`src/rtl/iers_pkg.sv`:
```
// Shared types and constants for the ICMP echo reply checksummer.
// No dependencies; every other file in rtl/ imports this package.
`timescale 1ns / 1ps

package iers_pkg;

  // Packet shape limits
  localparam int unsigned IP_HDR_BYTES     = 20;
  localparam int unsigned MIN_PACKET_BYTES = 28;
  localparam int unsigned MAX_PACKET_BYTES = 65535;
  localparam logic [7:0]  ECHO_REQUEST     = 8'h08;

  // Byte offsets within the packet
  localparam logic [16:0] IDX_IP_CSUM_HI   = 17'd10;
  localparam logic [16:0] IDX_IP_CSUM_LO   = 17'd11;
  localparam logic [16:0] IDX_ICMP_TYPE    = 17'd20;
  localparam logic [16:0] IDX_ICMP_CSUM_HI = 17'd22;
  localparam logic [16:0] IDX_ICMP_CSUM_LO = 17'd23;

  // Byte counter saturates here (oversize mark)
  localparam logic [16:0] COUNT_SAT = 17'h10000;

  // Configuration port
  localparam int unsigned CFG_ADDR_W = 1;
  localparam int unsigned CFG_DATA_W = 32;
  localparam logic [CFG_ADDR_W-1:0] REG_ENABLE = 1'b0;

  // One input beat
  typedef struct packed {
    logic [7:0] data_byte;
    logic       last_byte;
    logic       is_ipv4;
    logic [5:0] header_len;
  } in_beat_t;

  // One result beat
  typedef struct packed {
    logic        verdict;
    logic [16:0] packet_length;
    logic [15:0] ip_checksum;
    logic [15:0] icmp_checksum;
  } out_beat_t;

  // Settings from the register block
  typedef struct packed {
    logic enable;
  } cfg_t;

  // One's complement add with end-around carry
  function automatic logic [15:0] oc_add(input logic [15:0] s, input logic [15:0] w);
    logic [16:0] t;
    t = {1'b0, s} + {1'b0, w};
    return t[15:0] + {15'd0, t[16]};
  endfunction

endpackage

```
`src/rtl/icmp_echo_reply_checksummer.sv`:
```
// Top level of the ICMP echo reply checksummer.
// Depends on iers_pkg, iers_cfg and iers_accum.
//
//   channel | direction | beat type  | handshake
//   in_     | input     | in_beat_t  | in_valid / in_stall
//   out_    | output    | out_beat_t | out_valid / out_stall
//   cfg_    | input     | 32-bit reg | APB-style, pready tied high
//
// One byte per cycle sustained while no waiting result holds back a last byte.
// A byte first sits in the input register, then updates the packet sums; a last
// byte also writes the result register, which drives out_valid.
// Synchronous active-low reset clears the sums and the enable register.
// A waiting result stalls the input only when the next byte in line is also
// a last byte; other bytes keep flowing.
`timescale 1ns / 1ps

module icmp_echo_reply_checksummer (
  input  logic                             clk,
  input  logic                             rst_n,
  input  logic                             in_valid,
  output logic                             in_stall,
  input  iers_pkg::in_beat_t               in_data,
  output logic                             out_valid,
  input  logic                             out_stall,
  output iers_pkg::out_beat_t              out_data,
  input  logic                             cfg_psel,
  input  logic                             cfg_penable,
  input  logic                             cfg_pwrite,
  input  logic [iers_pkg::CFG_ADDR_W-1:0]  cfg_paddr,
  input  logic [iers_pkg::CFG_DATA_W-1:0]  cfg_pwdata,
  output logic [iers_pkg::CFG_DATA_W-1:0]  cfg_prdata,
  output logic                             cfg_pready
);
  import iers_pkg::*;

  cfg_t      cfg;
  in_beat_t  beat_r;
  logic      beat_valid_r, beat_valid_nxt;
  out_beat_t result;
  out_beat_t out_r;
  logic      out_valid_r, out_valid_nxt;
  logic      out_free;
  logic      beat_fire;
  logic      in_fire;

  iers_cfg u_cfg (
    .clk         (clk),
    .rst_n       (rst_n),
    .cfg_psel    (cfg_psel),
    .cfg_penable (cfg_penable),
    .cfg_pwrite  (cfg_pwrite),
    .cfg_paddr   (cfg_paddr),
    .cfg_pwdata  (cfg_pwdata),
    .cfg_prdata  (cfg_prdata),
    .cfg_pready  (cfg_pready),
    .cfg         (cfg)
  );

  // Input register advances unless a last byte meets a full, stalled result register
  assign out_free  = ~out_valid_r | ~out_stall;
  assign beat_fire = beat_valid_r & (~beat_r.last_byte | out_free);
  assign in_stall  = beat_valid_r & ~beat_fire;
  assign in_fire   = in_valid & ~in_stall;

  assign beat_valid_nxt = in_fire | (beat_valid_r & ~beat_fire);

  always_ff @(posedge clk) begin
    if (!rst_n) begin
      beat_valid_r <= 1'b0;
    end else begin
      beat_valid_r <= beat_valid_nxt;
    end
  end

  always_ff @(posedge clk) begin
    if (in_fire) begin
      beat_r <= in_data;
    end
  end

  iers_accum u_accum (
    .clk       (clk),
    .rst_n     (rst_n),
    .beat_fire (beat_fire),
    .beat      (beat_r),
    .cfg       (cfg),
    .result    (result)
  );

  // Result register
  assign out_valid_nxt = (beat_fire & beat_r.last_byte) | (out_valid_r & out_stall);

  always_ff @(posedge clk) begin
    if (!rst_n) begin
      out_valid_r <= 1'b0;
    end else begin
      out_valid_r <= out_valid_nxt;
    end
  end

  always_ff @(posedge clk) begin
    if (beat_fire && beat_r.last_byte) begin
      out_r <= result;
    end
  end

  assign out_valid = out_valid_r;
  assign out_data  = out_r;

endmodule

```
`src/rtl/iers_cfg.sv`:
```
// Register block for the ICMP echo reply checksummer (APB-style access).
// Depends on iers_pkg.
`timescale 1ns / 1ps

module iers_cfg (
  input  logic                             clk,
  input  logic                             rst_n,
  input  logic                             cfg_psel,
  input  logic                             cfg_penable,
  input  logic                             cfg_pwrite,
  input  logic [iers_pkg::CFG_ADDR_W-1:0]  cfg_paddr,
  input  logic [iers_pkg::CFG_DATA_W-1:0]  cfg_pwdata,
  output logic [iers_pkg::CFG_DATA_W-1:0]  cfg_prdata,
  output logic                             cfg_pready,
  output iers_pkg::cfg_t                   cfg
);
  import iers_pkg::*;

  logic enable_r;
  logic enable_nxt;
  logic wr_en;

  // Write strobe on the access phase
  assign cfg_pready = 1'b1;
  assign wr_en      = cfg_psel & cfg_penable & cfg_pwrite & cfg_pready;

  always_comb begin
    enable_nxt = enable_r;
    if (wr_en && cfg_paddr == REG_ENABLE) begin
      enable_nxt = cfg_pwdata[0];
    end
  end

  always_ff @(posedge clk) begin
    if (!rst_n) begin
      enable_r <= 1'b0;
    end else begin
      enable_r <= enable_nxt;
    end
  end

  // Read back
  always_comb begin
    cfg_prdata = '0;
    case (cfg_paddr)
      REG_ENABLE: cfg_prdata = {{(CFG_DATA_W-1){1'b0}}, enable_r};
      default:    cfg_prdata = '0;
    endcase
  end

  assign cfg.enable = enable_r;

endmodule

```
`src/rtl/iers_accum.sv`:
```
// Per-packet accumulator: byte counter, both checksum sums and shape checks.
// Depends on iers_pkg. Produces the result for the beat being consumed.
`timescale 1ns / 1ps

module iers_accum (
  input  logic                 clk,
  input  logic                 rst_n,
  input  logic                 beat_fire,
  input  iers_pkg::in_beat_t   beat,
  input  iers_pkg::cfg_t       cfg,
  output iers_pkg::out_beat_t  result
);
  import iers_pkg::*;

  logic [16:0] byte_count_r, byte_count_nxt;
  logic [15:0] ip_sum_r, ip_sum_nxt;
  logic [15:0] icmp_sum_r, icmp_sum_nxt;
  logic [7:0]  held_r, held_nxt;
  logic        req_r, req_nxt;
  logic        shape_ok_r, shape_ok_nxt;

  logic [16:0] idx;
  logic        in_range;
  logic        in_hdr;
  logic        in_icmp;
  logic [7:0]  vbyte;
  logic [15:0] word;
  logic [16:0] count;
  logic [15:0] icmp_final;
  logic        verdict;

  assign idx      = byte_count_r;
  assign in_range = ~idx[16];
  assign in_hdr   = idx < 17'(IP_HDR_BYTES);
  assign in_icmp  = in_range & ~in_hdr;

  // Checksum bytes and the ICMP type byte count as zero
  always_comb begin
    vbyte = beat.data_byte;
    if (in_hdr) begin
      if (idx == IDX_IP_CSUM_HI || idx == IDX_IP_CSUM_LO) vbyte = 8'd0;
    end else begin
      if (idx == IDX_ICMP_TYPE || idx == IDX_ICMP_CSUM_HI || idx == IDX_ICMP_CSUM_LO) begin
        vbyte = 8'd0;
      end
    end
  end

  assign word  = {held_r, vbyte};
  assign count = in_range ? (idx + 17'd1) : COUNT_SAT;

  // Sum updates: even bytes are held, odd bytes complete a word
  always_comb begin
    held_nxt     = held_r;
    ip_sum_nxt   = ip_sum_r;
    icmp_sum_nxt = icmp_sum_r;
    if (in_range) begin
      if (!idx[0]) begin
        held_nxt = vbyte;
      end else if (in_hdr) begin
        ip_sum_nxt = oc_add(ip_sum_r, word);
      end else begin
        icmp_sum_nxt = oc_add(icmp_sum_r, word);
      end
    end
  end

  // Odd ICMP tail: pad the final high byte with a zero low byte
  assign icmp_final = (in_icmp && !idx[0]) ? oc_add(icmp_sum_r, {vbyte, 8'd0}) : icmp_sum_nxt;

  assign req_nxt      = (idx == IDX_ICMP_TYPE) ? (beat.data_byte == ECHO_REQUEST) : req_r;
  assign shape_ok_nxt = shape_ok_r & beat.is_ipv4 & (beat.header_len == 6'(IP_HDR_BYTES));

  assign verdict = cfg.enable & shape_ok_nxt & req_nxt &
                   (count >= 17'(MIN_PACKET_BYTES)) & (count <= 17'(MAX_PACKET_BYTES));

  always_comb begin
    result.verdict       = verdict;
    result.packet_length = count;
    result.ip_checksum   = verdict ? ~ip_sum_nxt : 16'd0;
    result.icmp_checksum = verdict ? ~icmp_final : 16'd0;
  end

  // State advances per consumed beat and clears after the last one
  assign byte_count_nxt = count;

  always_ff @(posedge clk) begin
    if (!rst_n) begin
      byte_count_r <= '0;
      ip_sum_r     <= '0;
      icmp_sum_r   <= '0;
      held_r       <= '0;
      req_r        <= 1'b0;
      shape_ok_r   <= 1'b1;
    end else if (beat_fire) begin
      if (beat.last_byte) begin
        byte_count_r <= '0;
        ip_sum_r     <= '0;
        icmp_sum_r   <= '0;
        held_r       <= '0;
        req_r        <= 1'b0;
        shape_ok_r   <= 1'b1;
      end else begin
        byte_count_r <= byte_count_nxt;
        ip_sum_r     <= ip_sum_nxt;
        icmp_sum_r   <= icmp_sum_nxt;
        held_r       <= held_nxt;
        req_r        <= req_nxt;
        shape_ok_r   <= shape_ok_nxt;
      end
    end
  end

endmodule

```
`config.mk`:
```
export PLATFORM = sky130hd
export DESIGN_NAME = icmp_echo_reply_checksummer
export DESIGN_NICKNAME = d
export VERILOG_FILES = /design/src/rtl/iers_pkg.sv /design/src/rtl/icmp_echo_reply_checksummer.sv /design/src/rtl/iers_cfg.sv /design/src/rtl/iers_accum.sv
export SDC_FILE = /design/constraint.sdc
export NUM_CORES = 1
export LEC_CHECK = 0
export BUFFER_PORTS_ARGS = -buffer_cell sky130_fd_sc_hd__buf_2
export CORE_MARGIN = 1.5
export CORE_UTILIZATION = 29
export CTS_CLUSTER_DIAMETER = 150
export DETAILED_ROUTE_END_ITERATION = 8
export GPL_TIMING_DRIVEN = 0
export PLACE_DENSITY = 0.43
export SYNTH_ARGS = -nofsm -noshare
export SYNTH_HDL_FRONTEND = slang
export SYNTH_HIERARCHICAL = 1
export SYNTH_SLANG_ARGS = --single-unit
export TNS_END_PERCENT = 30
```
`constraint.sdc`:
```
create_clock -name clk -period 14.7 [get_ports clk]
set_input_delay 2.94 -clock clk [delete_from_list [all_inputs] [get_ports clk]]
set_output_delay 2.94 -clock clk [all_outputs]
set_load 0.01 [all_outputs]
```
==> results of run 1 <==
-- worst max-delay path: stages (launching register included) --
cell      delay [ns]
dfxtp_1         0.45
inv_1           0.14
ha_1            0.23
o31ai_1         0.22
nand2_1         0.12
nand2_1         0.23
and2_1          0.37
inv_1           0.23
fa_1            0.47
nor2b_1         0.17
o21ai_0         0.12
a21oi_1         0.34
o21a_1          0.25
o21a_1          0.21
o21ai_0         0.10
nand2b_1        0.09
a21oi_1         0.06
o21bai_1        0.28
ha_1            0.25
ha_1            0.18
and3_1          0.19
nand3_1         0.17
nor3_1          0.45
nor3b_1         0.38
mux2_2          0.39
a211oi_1        0.27
-- registers in the layout, indices dropped and copies added, names as in the netlist, 8 cells and up --
name / count
u_accum/icmp_sum_r: 16
out_data: 50
beat_r: 16
u_accum/byte_count_r: 17
u_accum/held_r: 8
u_accum/ip_sum_r: 16
-- metrics by stage --
step                power (mW)  cells  hold WS (ns)
floorplan                0.442    998         0.447
global placement         0.465   1465         0.478
detailed placement       0.466   1467         0.481
CTS                      0.899   1499         0.493
global route             0.923   1499         0.540
finish                   0.889   1499         0.497
-- layer usage --
layer	up-vias	global-route usage
met3	25	0.0326
met2	150	0.266
met5	-	0
met4	0	0.0526
met1	3428	0.224
li1	3730	-
-- cell type report --
cell class	instances	area share
multi-input combinational	770	0.495
sequential	128	0.311
tap	390	0.0470
clock buffer	17	0.0410
timing repair buffer	79	0.0405
buffer	68	0.0377
clock inverter	15	0.0165
inverter	32	0.0116
-- how the worst max path moves through the flow --
stage,start,end,depth (start not counted)
3_5_place_dp,u_accum/byte_count_r[0]$_SDFFE_PN0P_,out_data[28]$_DFFE_PP_,25
2_1_floorplan,out_stall,in_stall,1
6_report,u_accum/byte_count_r[0]$_SDFFE_PN0P_,out_data[28]$_DFFE_PP_,25
5_1_grt,u_accum/byte_count_r[0]$_SDFFE_PN0P_,out_data[28]$_DFFE_PP_,25
4_1_cts,u_accum/byte_count_r[0]$_SDFFE_PN0P_,out_data[28]$_DFFE_PP_,25
3_3_place_gp,out_stall,out_data[10]$_DFFE_PP_,2
-- kinds of logic after synthesis --
group           after synthesis  share of synthesized area
compound gates              237                      0.190
xor+xnor                     63                     0.0647
fa+ha+maj                    54                     0.0799
buf+inv                     100                     0.0585
flops                       128                      0.369
mux                           9                     0.0109
other cells                   2                   0.000859
simple gates                375                      0.226
-- power by group through the flow --
stage | registers (mW) | clock network [mW] | logic, mW
finish | 0.384 | 0.431 | 0.0741
global route | 0.385 | 0.456 | 0.0818
CTS | 0.384 | 0.440 | 0.0742
detailed placement | 0.392 | 0 | 0.0739
global placement | 0.393 | 0 | 0.0725
floorplan | 0.391 | 0 | 0.0508
-- cells in the final DEF (no fill, tap or decap), types with 6 or more instances in the layout --
cell type / instances
and3_1: 8
o21a_1: 10
a31oi_1: 7
nand3_1: 26
conb_1: 32
nand3b_1: 6
nand2_1: 80
ha_1: 51
xor2_1: 25
a21oi_1: 37
nor4_1: 11
buf_2: 81
a21boi_0: 7
o211ai_1: 6
a22o_1: 8
clkbuf_1: 30
dfxtp_1: 62
nor3_1: 23
clkbuf_16: 17
inv_1: 31
nor2_1: 86
and4_1: 7
o21ai_0: 45
nand4_1: 12
nor2b_1: 48
buf_4: 33
edfxtp_1: 66
or3_1: 9
a22oi_1: 24
xnor2_1: 37
a211oi_1: 19
nand2b_1: 13
a21o_1: 19
and2_1: 22
==> flow_summary_export.csv, run 1 <==
group,metric,value,unit
die,start_util,0.295,
drt,via_per_inst,4.89,
cts,ctsRootBufferMaster,"clkbuf_16",
setup_path,cp-end-kind,"register",
synthesis,yosysSeqAreaShare,0.369,
final_layout,design_area,0.0104,mm^2
synthesis,netlist_instances,968,
timing,max_freq,152,MHz
cts,clock_sinks,128,
setup_path,reg2reg_to,"out_data[28]$_DFFE_PP_",
die,ios,141,
setup_path,cp.arrival,6.80,ns
die,row_count,63,
timing,min_period_over_period,0.447,
power,clockPowerShare,0.485,
placed_design,dpl.hpwl,20600,um
power,power_density,85.7,mW/mm^2
setup_path,timing.rr.start,"u_accum/byte_count_r[0]$_SDFFE_PN0P_",
synthesis,synth-seq-cells,128,
setup_path,critPathLaunchType,"register",
final_layout,syn_to_final_growth,18.7,%
setup_path,rrSetupSlack,8.13,ns
synthesis,synthMostInstantiatedCell,"nor2_1",
global_route,grt_overflow,0,
placed_design,postPlaceCellArea,0.00978,mm^2
cts,cts_max_level,4,
drt,dr_wl_met3,1110,um
timing,worst_pin_slew,1.15,ns
synthesis,ys_warn_count,6,
power,pwr-share-comb,0.083,
synthesis,synthArstFlopShare,0,
cts,clkTransAtPathRegs,0.06,ns
cts,clk_latency,0.43,ns
timing,rsz0062_at_grt,"no",
power,p_int,0.663,mW
global_route,groute.usage.overall,0.166,
drt,postRouteAntennaNets,0,
timing,setup_viol,0,
drt,dr_wl_met2,11600,um
synthesis,synth_top_cells_by_count,"nor2_1, nand2_1, edfxtp_1, dfxtp_1, ha_1",
drt,top_layer,"met4",
setup_path,crit_required,14.93,ns
setup_path,criticalPathCategory,"register to register",
synthesis,syn_avg_cell_area,9.03,um^2
power,p_switching,0.226,mW
placed_design,place_congestion,0.867,
timing,setup_slack,8.13,ns
final_layout,layout.nets,1206,
setup_path,worstPathMaxFanout,8,
final_layout,layout-drive-gt1-share,0.158,
placed_design,numPortBuffers,77,
synthesis,synth_cell_types,86,
final_layout,fillers,3131,
timing,setup_tns,0,ns
synthesis,synthTopCellsByArea,"edfxtp_1, dfxtp_1, ha_1",
drt,wl_met1,12500,um
synthesis,synth_edf_count,66,
hold_path,holdPathEnd,"u_accum/ip_sum_r[15]$_SDFFE_PN0P_",
hold_path,min-delay-start,"u_accum/ip_sum_r[15]$_SDFFE_PN0P_",
hold_path,worstHoldPathCells,1,
synthesis,netlist_area,0.00874,mm^2
cts,ctsHoldBuffers,0,
synthesis,synthFlopType,"edfxtp_1",
cts,cts_made_buffers,17,
drt,first_pass_iters,5,
drt,routed_wl,25600,um
placed_design,pre_cts_slack,8.16,ns
timing,maxSlewViolCount,0,
drt,vias,7333,
hold_path,hp-class,"register to register",
drt,drt_iter0_drc,389,
die,dieArea,0.0312,mm^2
power,seqPwrFrac,0.432,
timing,finalHoldViolations,0,
final_layout,post-route-util,0.350,
die,core,0.0296,mm^2
synthesis,synth_top_area_share,0.227,
power,ir_drop,63.7,uV
final_layout,antenna_cells,0,
timing,max_slew_margin,0.227,
die,die_width,177,um
cts,ctsResizeCount,0,
global_route,grt_pass1_wl,39400,um
run_status,status,"complete, no violations",
cts,cts_tree,"built",
global_route,antenna_found_initial,0,
drt,drt-wirelength-per-cell,17.1,um
final_layout,ff_latch_area,0.00322,mm^2
setup_path,reg2reg_depth,25,
run,maxCapViolations,0,
drt,drc_errors,0,
cts,clockBufferDepth,2,
timing,post-route-min-period,6.57,ns
power,swShare,0.254,
synthesis,yosysTopAreaCell,"edfxtp_1",
cts,post_cts_buffers,0,
final_layout,multiInputGateArea,0.00513,mm^2
global_route,grt_pass1_vias,7060,
die,fp.dieH,177,um
timing,fin_skew,0.00913,ns
power,p_leak,4.31,nW
global_route,grt_max_degree,30,
(Power assumes the default switching activity.)
==> inputs of run 2 (changes only) <==
--- a/config.mk
+++ b/config.mk
@@ -11,7 +11,7 @@
 export CTS_CLUSTER_DIAMETER = 150
 export DETAILED_ROUTE_END_ITERATION = 8
 export GPL_TIMING_DRIVEN = 0
-export PLACE_DENSITY = 0.43
+export PLACE_DENSITY = 0.44
 export SYNTH_ARGS = -nofsm -noshare
 export SYNTH_HDL_FRONTEND = slang
 export SYNTH_HIERARCHICAL = 1
==> constraint.sdc (replaced) <==
create_clock -name clk -period 6 [get_ports clk]
set_input_delay 1.2 -clock clk [delete_from_list [all_inputs] [get_ports clk]]
set_output_delay 1.2 -clock clk [all_outputs]
set_load 0.01 [all_outputs]
==> run 2 against run 1 <==
- clock power increased to 2.6 times the previous value
- core utilization is 0.58 points higher
- critical path type unchanged
- critical path depth decreased by 1
- first-iteration DRC count is 4.1% higher
- critical endpoint is now out_data[15]$_DFFE_PP_
- highest routed layer unchanged
- setup slack worse by 7.7 ns
- non-clock buffer count up 4
- sequential share of layout area decreased by 0.49 points
- final cell count increased by 0.27%
- sequential power is 150% higher
- maximum frequency up 17%
==> flow_summary_export.csv, run 2 (synthesized netlist as in run 1, its figures left out) <==
group,metric,value,unit
final_layout,antenna_cells,0,
final_layout,layout.nets,1210,
setup_path,reg2reg_to,"out_data[15]$_DFFE_PP_",
drt,drt-wirelength-per-cell,17.3,um
run_status,status,"complete, no violations",
timing,finalHoldViolations,0,
global_route,groute.usage.overall,0.166,
setup_path,cp-end-kind,"register",
timing,min_period_over_period,0.935,
setup_path,critPathLaunchType,"register",
cts,cts_made_buffers,17,
power,seqPwrFrac,0.416,
final_layout,finalNonFillerCells,1503,
timing,setup_viol,0,
timing,setup_tns,0,ns
power,ir_drop,190,uV
drt,drt_iter0_drc,405,
cts,clkTransAtPathRegs,0.06,ns
hold_path,hp-class,"register to register",
setup_path,cp.arrival,5.83,ns
cts,ctsRootBufferMaster,"clkbuf_16",
setup_path,crit_start,"u_accum/byte_count_r[0]$_SDFFE_PN0P_",
drt,first_pass_iters,5,
setup_path,rrSetupSlack,0.39,ns
die,core,0.0296,mm^2
setup_path,crit_required,6.22,ns
power,p_int,1.71,mW
drt,via_per_inst,4.97,
power,finalPower,2.26,mW
global_route,grt_use_met2,0.271,
cts,cts_max_level,4,
hold_path,worstHoldPathCells,1,
hold_path,holdPathEnd,"u_accum/ip_sum_r[15]$_SDFFE_PN0P_",
setup_path,criticalPathCategory,"register to register",
die,row_count,63,
final_layout,layout-drive-gt1-share,0.175,
final_layout,layout_commonest_cell,"nor2_1",
drt,postRouteAntennaNets,0,
power,p_switching,0.555,mW
final_layout,syn_to_final_growth,20.6,%
placed_design,dpl.hpwl,20600,um
timing,setup_slack,0.391,ns
die,ios,141,
power,pwr-share-comb,0.083,
run,maxCapViolations,0,
power,power_density,214,mW/mm^2
global_route,grt_pass1_vias,6995,
placed_design,dp.cells,1467,
drt,routed_wl,26000,um
global_route,use_met3,0.0249,
drt,vias,7467,
power,clockPowerShare,0.501,
global_route,grt-busiest-layer,"met2",
power,swShare,0.245,
timing,post-route-min-period,5.61,ns
drt,drc_errors,0,
die,dieArea,0.0312,mm^2
die,start_util,0.295,
timing,worst_pin_slew,0.973,ns
power,p_leak,4.40,nW
timing,max_freq,178,MHz
placed_design,numPortBuffers,77,
global_route,grt_pass1_wl,39600,um
setup_path,timing.rr.start,"u_accum/byte_count_r[0]$_SDFFE_PN0P_",
cts,clockBufferDepth,2,
cts,clk_latency,0.42,ns
cts,cts_tree,"built",
setup_path,worstPathMaxFanout,8,
final_layout,largest_reg_flops,50,
timing,maxSlewViolCount,0,
timing,max_slew_margin,0.349,
final_layout,fillers,3127,
global_route,antenna_found_initial,0,
global_route,grtUsageMet1,0.230,
final_layout,mostFrequentLayoutCells,"nor2_1, buf_2, nand2_1",
setup_path,reg2reg_depth,24,
global_route,grt_max_degree,31,
final_layout,post-route-util,0.356,
die,die_width,177,um
hold_path,min-delay-start,"u_accum/ip_sum_r[15]$_SDFFE_PN0P_",
placed_design,pre_cts_slack,-0.588,ns
timing,fin_skew,0.00919,ns
cts,clock_sinks,128,
placed_design,place_congestion,0.847,
die,fp.dieH,177,um
global_route,grt_overflow,0,
-- run 2: cell types whose count changed in the layout (fill, tap and decap cells not counted), moves of 2 or more --
cell | previous run | this run
and2_1 | 22 | 20
and2_4 | 0 | 2
buf_4 | 33 | 36
bufinv_16 | 2 | 4
clkinvlp_4 | 2 | 4
inv_8 | 2 | 0
-- run 2: layout make-up --
cell class / count / area (um^2) / share of cell area
timing repair buffer: 83 / 463 / 0.0439
sequential: 128 / 3220 / 0.306
clock inverter: 14 / 204 / 0.0193
tap: 390 / 488 / 0.0463
inverter: 32 / 124 / 0.0117
clock buffer: 18 / 429 / 0.0407
buffer: 68 / 392 / 0.0371
multi-input combinational: 770 / 5220 / 0.495
-- run 2: power by group through the flow --
stage	clock network [mW]	logic [mW]	registers, mW
finish	1.13	0.187	0.942
global route	1.19	0.205	0.943
CTS	1.15	0.183	0.942
detailed placement	0	0.182	0.961
global placement	0	0.178	0.963
floorplan	0	0.124	0.959
-- run 2: worst max-delay path by stage --
stage	end	slack, ns	cells past startpoint
finish	out_data[15]$_DFFE_PP_	0.39	24
global route	out_data[28]$_DFFE_PP_	-0.02	26
CTS	out_data[15]$_DFFE_PP_	0.02	24
detailed placement	out_data[28]$_DFFE_PP_	-0.59	25
global placement	out_data[28]$_DFFE_PP_	-0.61	25
floorplan	out_data[28]$_DFFE_PP_	0.92	26
-- run 2: worst max-delay path, cell delays in order, from the launching register on --
cell and delay, ns:
dfxtp_2 0.39, inv_1 0.12, ha_1 0.23, o31ai_1 0.22, nand2_1 0.13, nand2_2 0.16, and2_4 0.25, clkinvlp_4 0.15
buf_12 0.15, fa_1 0.43, nand3b_4 0.24, a211o_1 0.33, a41oi_2 0.26, nor2_1 0.08, o21ai_0 0.17, o21ai_0 0.10
nand2b_1 0.11, ha_1 0.22, nand3_1 0.22, nor2_4 0.21, o2111ai_1 0.17, nor4_1 0.25, xnor3_1 0.35, nand2b_1 0.20
a21oi_1 0.26
-- run 2: repair_timing --
action	CTS	global route
pin swaps	2	3
hold buffers	0	0
resized for setup	8	15
setup buffers	0	4
endpoints found under the setup margin	9	23
-- run 2: metal layers --
metal  share of wire  up-vias
met3           0.032       15
met5               0        -
li1                -     3746
met4          0.0094        0
met2            0.46      142
met1            0.50     3564
-- run 2: through the flow --
step,area [um^2],hold WS (ns)
floorplan,8860,0.447
global placement,9730,0.477
detailed placement,9780,0.468
CTS,10400,0.483
global route,10500,0.496
finish,10500,0.483
==> inputs of run 3 (changes only) <==
--- a/config.mk
+++ b/config.mk
@@ -8,6 +8,7 @@
 export BUFFER_PORTS_ARGS = -buffer_cell sky130_fd_sc_hd__buf_2
 export CORE_MARGIN = 1.5
 export CORE_UTILIZATION = 29
+export CTS_BUF_LIST = sky130_fd_sc_hd__clkbuf_4 sky130_fd_sc_hd__clkbuf_8
 export CTS_CLUSTER_DIAMETER = 150
 export DETAILED_ROUTE_END_ITERATION = 8
 export GPL_TIMING_DRIVEN = 0
==> run 3 against run 2 <==
- sequential power about the same
- sequential share of layout area increased by 0.66 points
- register-to-register slack about the same
- largest power group is now sequential cells
- setup slack about the same
- highest routed layer unchanged
- total power decreased by 13%
==> flow_summary_export.csv, run 3 (synthesized netlist as in run 1, its figures left out) <==
group,metric,value,unit
final_layout,multiInputGateArea,0.00522,mm^2
power,clockPowerShare,0.431,
final_layout,post-route-util,0.348,
power,p_leak,4.30,nW
power,swShare,0.259,
global_route,grt_pass1_wl,39500,um
final_layout,largest_reg_flops,50,
timing,setup_tns,0,ns
die,fp.dieH,177,um
drt,drt-wirelength-per-cell,17.2,um
setup_path,cp-end-kind,"register",
timing,setup_viol,0,
timing,fin_skew,0.0158,ns
global_route,groute.usage.overall,0.165,
drt,routed_wl,25800,um
setup_path,crit_family,"compound AO/OA/AOI/OAI gates",
timing,maxSlewViolCount,0,
cts,cts_max_level,4,
setup_path,max_stage_delay,0.40,ns
final_layout,antenna_cells,0,
setup_path,critPathLaunchType,"register",
placed_design,dpl.hpwl,20600,um
run_status,status,"complete, no violations",
final_layout,layout-drive-gt1-share,0.173,
cts,clk_latency,0.45,ns
cts,clkTransAtPathRegs,0.09,ns
setup_path,cp.arrival,5.87,ns
timing,hold_ws,0.488,ns
final_layout,syn_to_final_growth,18.1,%
timing,max_freq,178,MHz
placed_design,pre_cts_slack,-0.588,ns
drt,drc_errors,0,
final_layout,ff_latch_area,0.00322,mm^2
final_layout,mostFrequentLayoutCells,"nor2_1, buf_2, nand2_1",
setup_path,crit_required,6.27,ns
timing,setup_slack,0.392,ns
setup_path,crit_top_cell,"ha_1",
setup_path,cp_slowest_cell,"dfxtp_2",
power,p_switching,0.513,mW
die,row_count,63,
setup_path,cp.buffers_inverters,2,
cts,clockBufferDepth,2,
die,dieArea,0.0312,mm^2
drt,first_pass_iters,5,
die,start_util,0.295,
final_layout,layout.nets,1208,
power,seqPwrFrac,0.475,
global_route,antenna_found_initial,0,
timing,post-route-min-period,5.61,ns
cts,cts_made_buffers,17,
hold_path,hp-class,"register to register",
final_layout,layout_commonest_cell,"nor2_1",
global_route,grt_overflow,0,
die,die_width,177,um
drt,vias,7455,
final_layout,design_area,0.0103,mm^2
global_route,grt_pass1_vias,6980,
cts,cts_tree,"built",
die,ios,141,
run,maxCapViolations,0,
drt,drt_iter0_drc,435,
power,power_density,192,mW/mm^2
drt,postRouteAntennaNets,0,
setup_path,worstPathMaxFanout,8,
placed_design,postPlaceCellArea,0.00978,mm^2
cts,ctsRootBufferMaster,"clkbuf_8",
drt,via_per_inst,4.97,
timing,finalHoldViolations,0,
power,p_int,1.47,mW
die,core,0.0296,mm^2
power,ir_drop,116,uV
final_layout,fillers,3142,
placed_design,place_congestion,0.847,
timing,max_slew_margin,0.332,
timing,rsz0062_at_grt,"yes",
timing,min_period_over_period,0.935,
timing,worst_pin_slew,0.994,ns
setup_path,criticalPathCategory,"register to register",
cts,clock_sinks,128,
global_route,grt_max_degree,31,
power,pwr-share-comb,0.093,
placed_design,numPortBuffers,77,
-- run 3: cell type report --
cell class              count  share of cell area
multi-input cells         770               0.505
flip-flops and latches    128               0.312
well taps                 390              0.0473
repair buffers             81              0.0422
plain buffers              68              0.0379
clock buffers              18              0.0234
clock inverters            14              0.0198
inverters                  32              0.0116
-- run 3: final timing paths --
kind                                         from                           endpoint  slack (ns)  depth (start not counted)
min             u_accum/ip_sum_r[15]$_SDFFE_PN0P_  u_accum/ip_sum_r[15]$_SDFFE_PN0P_        0.49                          1
max          u_accum/byte_count_r[0]$_SDFFE_PN0P_             out_data[28]$_DFFE_PP_        0.39                         26
min reg2reg     u_accum/ip_sum_r[15]$_SDFFE_PN0P_  u_accum/ip_sum_r[15]$_SDFFE_PN0P_        0.49                          1
max reg2reg  u_accum/byte_count_r[0]$_SDFFE_PN0P_             out_data[28]$_DFFE_PP_        0.39                         26
-- run 3: metal layers --
layer,track usage,share of wire,wire [um],vias to the layer above
met5,0,0,0,-
met1,0.230,0.49,12700,3540
li1,-,-,-,3740
met4,0.0413,0.014,355,0
met2,0.268,0.46,11800,158
met3,0.0251,0.036,933,17
-- run 3: repair_timing --
action / in CTS / in global routing
pin swaps: 1 / 3
resized for setup: 9 / 12
setup buffers: 0 / 2
endpoints found under the setup margin: 9 / 13
hold buffers: 0 / 0
-- run 3: power by group through the flow --
stage	registers (mW)	logic, mW	clock network (mW)
after global placement	0.963	0.178	0
after CTS	0.940	0.183	0.872
final	0.940	0.185	0.854
after global routing	0.942	0.203	0.911
after floorplan	0.959	0.124	0
after detailed placement	0.961	0.182	0
-- run 3: per-stage QoR --
step                      std cells  total power, mW
after floorplan                 998             1.08
after global placement         1465             1.14
after detailed placement       1467             1.14
after CTS                      1499             2.00
after global routing           1501             2.06
final                          1501             1.98
